`config.mk`:
```
export PLATFORM = sky130hd
export DESIGN_NAME = bounded_xorshift_rng_core
export DESIGN_NICKNAME = d
export VERILOG_FILES = /design/src/sv/bxr_pkg.sv /design/src/sv/bxr_datapath.sv /design/src/sv/bxr_ctrl.sv /design/src/sv/bounded_xorshift_rng_core.sv
export SDC_FILE = /design/constraint.sdc
export NUM_CORES = 1
export LEC_CHECK = 0
export BUFFER_PORTS_ARGS = -buffer_cell sky130_fd_sc_hd__buf_2
export CORE_UTILIZATION = 45
export CTS_CLUSTER_DIAMETER = 120
export CTS_CLUSTER_SIZE = 25
export DETAILED_ROUTE_END_ITERATION = 6
export HOLD_SLACK_MARGIN = 0.02
export PLACE_DENSITY = 0.69
export SYNTH_ARGS = -nofsm -noshare
export SYNTH_HDL_FRONTEND = slang
export SYNTH_SLANG_ARGS = --single-unit
```
`constraint.sdc`:
```
create_clock -name clk -period 11.9 [get_ports clk]
set_clock_uncertainty 0.15 [all_clocks]
set_input_delay 1.19 -clock clk [delete_from_list [all_inputs] [get_ports clk]]
set_output_delay 1.19 -clock clk [all_outputs]
set_load 0.03 [all_outputs]
```
`src/sv/bxr_pkg.sv`:
```
`timescale 1ns / 1ps
// Package for the bounded xorshift generator: mode and register codes,
// controller/datapath command and status types, and the generator step functions.
// Depends on nothing.
package bxr_pkg;

  localparam int WORD_W  = 32;
  localparam int WIDE_W  = 64;
  localparam int MODE_W  = 3;
  localparam int CIDX_W  = 2;

  localparam logic [MODE_W-1:0] MODE_RAW32   = 3'd0;
  localparam logic [MODE_W-1:0] MODE_RAW64   = 3'd1;
  localparam logic [MODE_W-1:0] MODE_UPTO32  = 3'd2;
  localparam logic [MODE_W-1:0] MODE_UPTO64  = 3'd3;
  localparam logic [MODE_W-1:0] MODE_BELOW32 = 3'd4;
  localparam logic [MODE_W-1:0] MODE_BELOW64 = 3'd5;

  localparam logic [CIDX_W-1:0] REG_SEED_LOW  = 2'd0;
  localparam logic [CIDX_W-1:0] REG_SEED_HIGH = 2'd1;

  localparam logic [WIDE_W-1:0] SEED_LOW_RST  = 64'd1;
  localparam logic [WIDE_W-1:0] SEED_HIGH_RST = 64'd0;

  typedef struct packed {
    logic cfg_we;
    logic capture;
    logic prep;
    logic step;
    logic load_out;
  } bxr_cmd_t;

  typedef struct packed {
    logic skip;
    logic fit;
  } bxr_sts_t;

  typedef logic [WORD_W-1:0] word_t;
  typedef word_t [3:0] gen_state_t;

  function automatic logic [WIDE_W-1:0] bxr_smear(input logic [WIDE_W-1:0] v);
    logic [WIDE_W-1:0] m;
    m = v;
    m = m | (m >> 1);
    m = m | (m >> 2);
    m = m | (m >> 4);
    m = m | (m >> 8);
    m = m | (m >> 16);
    m = m | (m >> 32);
    return m;
  endfunction

  function automatic gen_state_t bxr_next32(input gen_state_t g);
    word_t t;
    gen_state_t n;
    t = g[0] ^ (g[0] << 11);
    n[0] = g[1];
    n[1] = g[2];
    n[2] = g[3];
    n[3] = (t ^ (t >> 8)) ^ (g[3] ^ (g[3] >> 19));
    return n;
  endfunction

  function automatic gen_state_t bxr_next64(input gen_state_t g);
    logic [WIDE_W-1:0] a;
    logic [WIDE_W-1:0] b;
    logic [WIDE_W-1:0] nb;
    gen_state_t n;
    a = {g[1], g[0]};
    b = {g[3], g[2]};
    a = a ^ (a << 23);
    nb = a ^ b ^ (a >> 18) ^ (b >> 5);
    n[0] = b[31:0];
    n[1] = b[63:32];
    n[2] = nb[31:0];
    n[3] = nb[63:32];
    return n;
  endfunction

endpackage

```
`src/sv/bxr_datapath.sv`:
```
`timescale 1ns / 1ps
// Datapath: generator state, bound and mask registers, draw check and result register.
// Depends on bxr_pkg; driven by bxr_ctrl commands.
module bxr_datapath (
  input  logic                                  clk,
  input  logic                                  rst_n,
  input  bxr_pkg::bxr_cmd_t                     cmd,
  output bxr_pkg::bxr_sts_t                     sts,
  input  logic [bxr_pkg::MODE_W-1:0]            in_mode,
  input  logic [bxr_pkg::WIDE_W-1:0]            in_limit,
  input  logic [bxr_pkg::CIDX_W-1:0]            cfg_index,
  input  logic [bxr_pkg::WIDE_W-1:0]            cfg_data,
  output logic [bxr_pkg::WIDE_W-1:0]            out_number
);

  bxr_pkg::gen_state_t gen_r, gen_nxt;
  bxr_pkg::gen_state_t gen32;
  logic [bxr_pkg::WIDE_W-1:0] bound_r, bound_nxt;
  logic [bxr_pkg::WIDE_W-1:0] mask_r;
  logic [bxr_pkg::WIDE_W-1:0] number_r;
  logic wide_r, wide_nxt;
  logic skip_r, skip_nxt;
  logic [bxr_pkg::WIDE_W-1:0] lim32;
  logic [bxr_pkg::WIDE_W-1:0] draw;
  logic [bxr_pkg::WIDE_W-1:0] cand;

  assign lim32 = (|in_limit[63:32]) ? {32'd0, 32'hFFFF_FFFF} : {32'd0, in_limit[31:0]};

  always_comb begin
    bound_nxt = '1;
    wide_nxt  = 1'b0;
    skip_nxt  = 1'b0;
    unique case (in_mode)
      bxr_pkg::MODE_RAW32: begin
        bound_nxt = {32'd0, 32'hFFFF_FFFF};
      end
      bxr_pkg::MODE_RAW64: begin
        wide_nxt = 1'b1;
      end
      bxr_pkg::MODE_UPTO32: begin
        bound_nxt = lim32;
        skip_nxt  = (lim32 == '0);
      end
      bxr_pkg::MODE_UPTO64: begin
        bound_nxt = in_limit;
        wide_nxt  = 1'b1;
        skip_nxt  = (in_limit == '0);
      end
      bxr_pkg::MODE_BELOW32: begin
        bound_nxt = lim32 - 64'd1;
        skip_nxt  = (lim32[63:1] == '0);
      end
      bxr_pkg::MODE_BELOW64: begin
        bound_nxt = in_limit - 64'd1;
        wide_nxt  = 1'b1;
        skip_nxt  = (in_limit[63:1] == '0);
      end
      default: begin
        skip_nxt = 1'b1;
      end
    endcase
  end

  assign gen32 = bxr_pkg::bxr_next32(gen_r);
  assign draw = wide_r ? ({gen_r[1], gen_r[0]} + {gen_r[3], gen_r[2]})
                       : {32'd0, gen32[3]};
  assign cand = draw & mask_r;

  assign sts.skip = skip_r;
  assign sts.fit  = (cand <= bound_r);

  always_comb begin
    gen_nxt = gen_r;
    if (cmd.cfg_we) begin
      unique case (cfg_index)
        bxr_pkg::REG_SEED_LOW: begin
          gen_nxt[0] = cfg_data[31:0];
          gen_nxt[1] = cfg_data[63:32];
        end
        bxr_pkg::REG_SEED_HIGH: begin
          gen_nxt[2] = cfg_data[31:0];
          gen_nxt[3] = cfg_data[63:32];
        end
        default: begin
          gen_nxt = gen_r;
        end
      endcase
    end else if (cmd.step) begin
      gen_nxt = wide_r ? bxr_pkg::bxr_next64(gen_r) : gen32;
    end
  end

  always_ff @(posedge clk) begin
    if (!rst_n) begin
      gen_r[0] <= bxr_pkg::SEED_LOW_RST[31:0];
      gen_r[1] <= bxr_pkg::SEED_LOW_RST[63:32];
      gen_r[2] <= bxr_pkg::SEED_HIGH_RST[31:0];
      gen_r[3] <= bxr_pkg::SEED_HIGH_RST[63:32];
    end else begin
      gen_r <= gen_nxt;
    end
  end

  always_ff @(posedge clk) begin
    if (cmd.capture) begin
      bound_r <= bound_nxt;
      wide_r  <= wide_nxt;
      skip_r  <= skip_nxt;
    end
    if (cmd.prep) begin
      mask_r <= bxr_pkg::bxr_smear(bound_r);
    end
    if (cmd.load_out) begin
      number_r <= skip_r ? '0 : cand;
    end
  end

  assign out_number = number_r;

endmodule

```
`src/sv/bxr_ctrl.sv`:
```
`timescale 1ns / 1ps
// Controller state machine: input and configuration handshakes, draw loop and result valid.
// Depends on bxr_pkg; commands bxr_datapath.
module bxr_ctrl (
  input  logic              clk,
  input  logic              rst_n,
  input  logic              in_valid,
  output logic              in_ready,
  output logic              out_valid,
  input  logic              out_ready,
  input  logic              cfg_valid,
  output logic              cfg_ready,
  input  bxr_pkg::bxr_sts_t sts,
  output bxr_pkg::bxr_cmd_t cmd
);

  localparam logic [1:0] ST_IDLE = 2'd0;
  localparam logic [1:0] ST_PREP = 2'd1;
  localparam logic [1:0] ST_DRAW = 2'd2;

  logic [1:0] state_r, state_nxt;
  logic out_valid_r, out_valid_nxt;
  logic out_free;
  logic done;

  assign out_free = !out_valid_r || out_ready;
  assign done     = sts.skip || sts.fit;

  assign in_ready  = (state_r == ST_IDLE);
  assign cfg_ready = (state_r == ST_IDLE);
  assign out_valid = out_valid_r;

  always_comb begin
    state_nxt    = state_r;
    cmd.cfg_we   = cfg_valid && (state_r == ST_IDLE);
    cmd.capture  = 1'b0;
    cmd.prep     = 1'b0;
    cmd.step     = 1'b0;
    cmd.load_out = 1'b0;
    unique case (state_r)
      ST_IDLE: begin
        if (in_valid) begin
          cmd.capture = 1'b1;
          state_nxt   = ST_PREP;
        end
      end
      ST_PREP: begin
        cmd.prep  = 1'b1;
        state_nxt = ST_DRAW;
      end
      ST_DRAW: begin
        if (done) begin
          if (out_free) begin
            cmd.load_out = 1'b1;
            cmd.step     = !sts.skip;
            state_nxt    = ST_IDLE;
          end
        end else begin
          cmd.step = 1'b1;
        end
      end
      default: begin
        state_nxt = ST_IDLE;
      end
    endcase
  end

  always_comb begin
    out_valid_nxt = out_valid_r;
    if (cmd.load_out) begin
      out_valid_nxt = 1'b1;
    end else if (out_ready) begin
      out_valid_nxt = 1'b0;
    end
  end

  always_ff @(posedge clk) begin
    if (!rst_n) begin
      state_r     <= ST_IDLE;
      out_valid_r <= 1'b0;
    end else begin
      state_r     <= state_nxt;
      out_valid_r <= out_valid_nxt;
    end
  end

endmodule

```
`src/sv/bounded_xorshift_rng_core.sv`:
```
`timescale 1ns / 1ps
// Bounded xorshift128 / xorshift128+ generator, top level; uses bxr_pkg, bxr_ctrl, bxr_datapath.
// An item passes from acceptance through the prep state into the draw loop, which makes
// generator draws, one per cycle, until one fits (at least one; a zero result takes no draw).
// The next word is accepted in the cycle after the result is registered; the draw loop, one
// generator step per cycle, sets the rate unless a held result without out_ready stalls it.
// Synchronous reset loads the state words with 1, 0, 0, 0.
module bounded_xorshift_rng_core (
  input  logic                               clk,
  input  logic                               rst_n,
  input  logic                               in_valid,
  output logic                               in_ready,
  input  logic [bxr_pkg::MODE_W-1:0]         in_mode,
  input  logic [bxr_pkg::WIDE_W-1:0]         in_limit,
  output logic                               out_valid,
  input  logic                               out_ready,
  output logic [bxr_pkg::WIDE_W-1:0]         out_number,
  input  logic                               cfg_valid,
  output logic                               cfg_ready,
  input  logic [bxr_pkg::CIDX_W-1:0]         cfg_index,
  input  logic [bxr_pkg::WIDE_W-1:0]         cfg_data
);

  bxr_pkg::bxr_cmd_t cmd;
  bxr_pkg::bxr_sts_t sts;

  bxr_ctrl u_ctrl (
    .clk       (clk),
    .rst_n     (rst_n),
    .in_valid  (in_valid),
    .in_ready  (in_ready),
    .out_valid (out_valid),
    .out_ready (out_ready),
    .cfg_valid (cfg_valid),
    .cfg_ready (cfg_ready),
    .sts       (sts),
    .cmd       (cmd)
  );

  bxr_datapath u_datapath (
    .clk        (clk),
    .rst_n      (rst_n),
    .cmd        (cmd),
    .sts        (sts),
    .in_mode    (in_mode),
    .in_limit   (in_limit),
    .cfg_index  (cfg_index),
    .cfg_data   (cfg_data),
    .out_number (out_number)
  );

endmodule
```
==> results.yml <==
yosys:
  seq_area_frac_synth_pct: 33.1
  syn_avg_cell_area_um2: 8.28
  synth_edf_count: 194
  mappedNetlistNets: 3353
  synth_seq_cells: 325
  ys.warnings.count: 0
  synth_cell_types: 82
  syn_inst: 3086
  synth_area_um2: 25600
  async_flop_share_pct: 0
  synth-main-ff-cell: "edfxtp_1"
placed_design:
  dp_hpwl_um: 72000
  gp_congestion: 1.05
  portBuffers: 204
  placedCellCount: 3842
floorplan:
  die_x_um: 240
  die_h_um: 240
  initial_core_util_pct: 45.9
  core.rowCount: 86
  die-area_um2: 57700
  io-pin-count: 205
  core_area_um2: 55600
clocking:
  cts_made_buffers: 17
  cts_resized: 0
  post_cts_buffers: 0
  cts.sinks: 325
  cts_tree: "built"
  cts-root-buf: "clkbuf_16"
  cts_max_level: 1
  clk_path_buf_depth: 3
  postCtsHoldBufs: 0
  clock_latency_ns: 0.59
  cts.clk_slew.worst_paths_ns: 0.11
finish:
  multi_input_area_um2: 15800
  fin_cells: 3873
  area_growth_pct: 7.53
  seq_area_um2: 8450
  nets: 3380
  drive_gt1_share_pct: 10.2
  n_fill_cell: 5476
power:
  combPwrFrac_pct: 26.1
  p_switching_uw: 946
  pwr-share-clk_pct: 25.5
  vdd_ir_drop_max_v: 0.0000871
  cellInternalPower_mw: 1.79
  p_per_area_nw_per_um2: 99.6
  cellLeakagePower_nw: 10.8
  seqPwrFrac_pct: 48.4
  p_sw_share_pct: 34.6
drt:
  wl_um: 96200
  firstDrtPassIters: 6
  route.antenna.remaining_nets: 0
  drtIter0Drc: 2827
  drc: 0
  vias: 24407
  wl_per_cell_um: 24.8
  viasPerCell: 6.30
critical_path:
  start_kind: "register"
  cp-end-kind: "register"
  cp.required_ns: 12.23
  critPathMaxFanout: 80
  cp.arrival_ns: 8.41
  critical_path_class: "register to register"
sta:
  tightest_slew_ns: 1.07
  rsz0062_at_grt: "no"
  period_share_pct: 67.9
  slew_headroom_pct: 28.5
  fmax_ghz: 0.124
  slew_violations: 0
  setup_viol: 0
  finalHoldViolations: 0
  setup_tns_ns: 0
  post-route-min-period_ns: 8.08
global_route:
  grtUsageTotal_pct: 32.5
  grt_pass1_vias: 21897
  antenna_found_initial: 2
  grt-ovfl-total: 0
  grt_first_pass_wirelength_um: 141000
  grt_max_degree: 93
hold_path:
  hold_class: "register to register"
run:
  drv_cap: 0
run_status:
  outcome: "complete, no violations"
-- placed cells by master, fill, tap and decap left out, drive strengths merged, types with 9 or more instances in the layout --
cell type,synthesis,final
a211oi,32,32
a311oi,41,41
and2,17,17
o211ai,44,44
nor4,33,33
o21bai,21,21
nor3,122,122
a31oi,23,23
nand4,47,47
a21o,76,76
and4b,10,10
nor2,191,191
buf,28,245
nand2b,24,24
nand2,256,256
inv,112,113
nor3b,13,13
or4,9,9
or2,10,10
or3,29,29
xor2,75,75
clkbuf,209,25
ha,128,128
a21oi,270,270
nand3,124,124
and3,38,38
a22oi,10,10
mux2i,87,87
o21ai,221,221
o21a,22,22
nor2b,65,65
edfxtp,194,194
o22ai,24,24
xnor2,255,255
o31ai,17,17
dfxtp,131,131
nand3b,9,9
-- power by group through the flow --
stage          sequential [mW]  clock [mW]  combinational [mW]
5_1_grt                   1.33       0.739               0.765
6_report                  1.33       0.697               0.714
2_1_floorplan             1.31           0               0.480
4_1_cts                   1.32       0.706               0.696
3_5_place_dp              1.35           0               0.693
3_3_place_gp              1.35           0               0.692
-- path summary, 6_finish.rpt --
| check | endpoint | depth (start not counted) | slack [ns] | start |
|---|---|---|---|---|
| max | u_datapath.gen_r[5] | 24 | 3.82 | u_datapath.gen_r[0] |
| min reg2reg | u_datapath.gen32[36] | 2 | 0.36 | u_datapath.gen32[36] |
| min | u_datapath.gen32[36] | 2 | 0.36 | u_datapath.gen32[36] |
| max reg2reg | u_datapath.gen_r[5] | 24 | 3.82 | u_datapath.gen_r[0] |
-- kinds of logic after synthesis --
family	synth area share (%)
AND/OR/NAND/NOR	20.1
buffers and inverters	5.22
multiplexers	3.67
XOR/XNOR	11.3
adder cells (fa/ha/maj)	6.35
AO/OA/AOI/OAI	20.3
flip-flops	33.1
-- synthesized netlist by cell type (38+ instances only) --
cell	number	area, um^2
nor2_1	190	713
clkbuf_1	209	785
a21o_1	76	571
nand4_1	47	294
nand3_1	124	621
a21oi_1	269	1350
xor2_1	75	657
ha_1	128	1600
nor3_1	119	596
a311oi_1	41	359
o211ai_1	44	330
xnor2_1	255	2230
mux2i_1	87	871
o21ai_0	220	1100
nor2b_1	65	407
inv_1	112	420
and3_1	38	238
edfxtp_1	194	5830
dfxtp_1	131	2620
nand2_1	255	957
-- state kept, by name (all words and copies together), names as in the netlist, 2 cells and up --
| register | flops |
|---|---|
| u_datapath.gen32 | 96 |
| u_datapath.bound_r | 64 |
| u_datapath.mask_r | 64 |
| u_datapath.out_number | 64 |
| u_datapath.gen_r | 32 |
| u_ctrl.state_r | 2 |
-- per-stage QoR --
step                      util (%)  cell area [um^2]  worst slack [ns]  total power, mW  hold WS, ns
after global placement        48.5             27000              4.20             2.04        0.339
final                         49.4             27500              3.82             2.74        0.365
after global routing          49.4             27500              3.43             2.83        0.392
after CTS                     49.4             27500              4.02             2.72        0.362
after detailed placement      48.5             27000              4.06             2.04        0.342
after floorplan                  -             25600              2.33             1.79        0.301
-- critical path: stages (launching register included) --
cell	delay (ns)
dfxtp_1	0.52
ha_1	0.23
inv_1	0.05
fa_1	0.37
nor2b_1	0.22
o2111ai_1	0.26
a2111oi_0	0.72
or2_2	0.26
a2111oi_1	0.14
nor4_1	0.77
o21a_1	0.23
o21ai_0	0.17
mux2i_1	0.17
ha_1	0.31
nand4_1	0.20
nor4_1	0.51
and3_1	0.31
nor2b_1	0.16
a22o_1	0.14
a31oi_1	0.08
a211oi_4	0.28
buf_4	0.45
buf_4	0.76
o21ai_0	0.24
a21oi_1	0.19
-- area by class of cell --
class	count	area share, %
Antenna cell	2	0.0182
Clock buffer	25	1.73
Clock inverter	4	0.141
Inverter	113	1.55
Multi-Input combinational cell	2411	57.6
Sequential cell	325	30.7
Tap cell	748	3.41
Timing Repair Buffer	245	4.84
-- layer usage --
metal | wire [um] | GRT usage (%) | vias to the layer above
met5 | 0 | 0 | -
met4 | 4970 | 15.7 | 0
li1 | - | - | 11192
met1 | 40200 | 45.4 | 11524
met3 | 9740 | 5.38 | 244
met2 | 41200 | 48.5 | 1447
(Power assumes the default switching activity.)
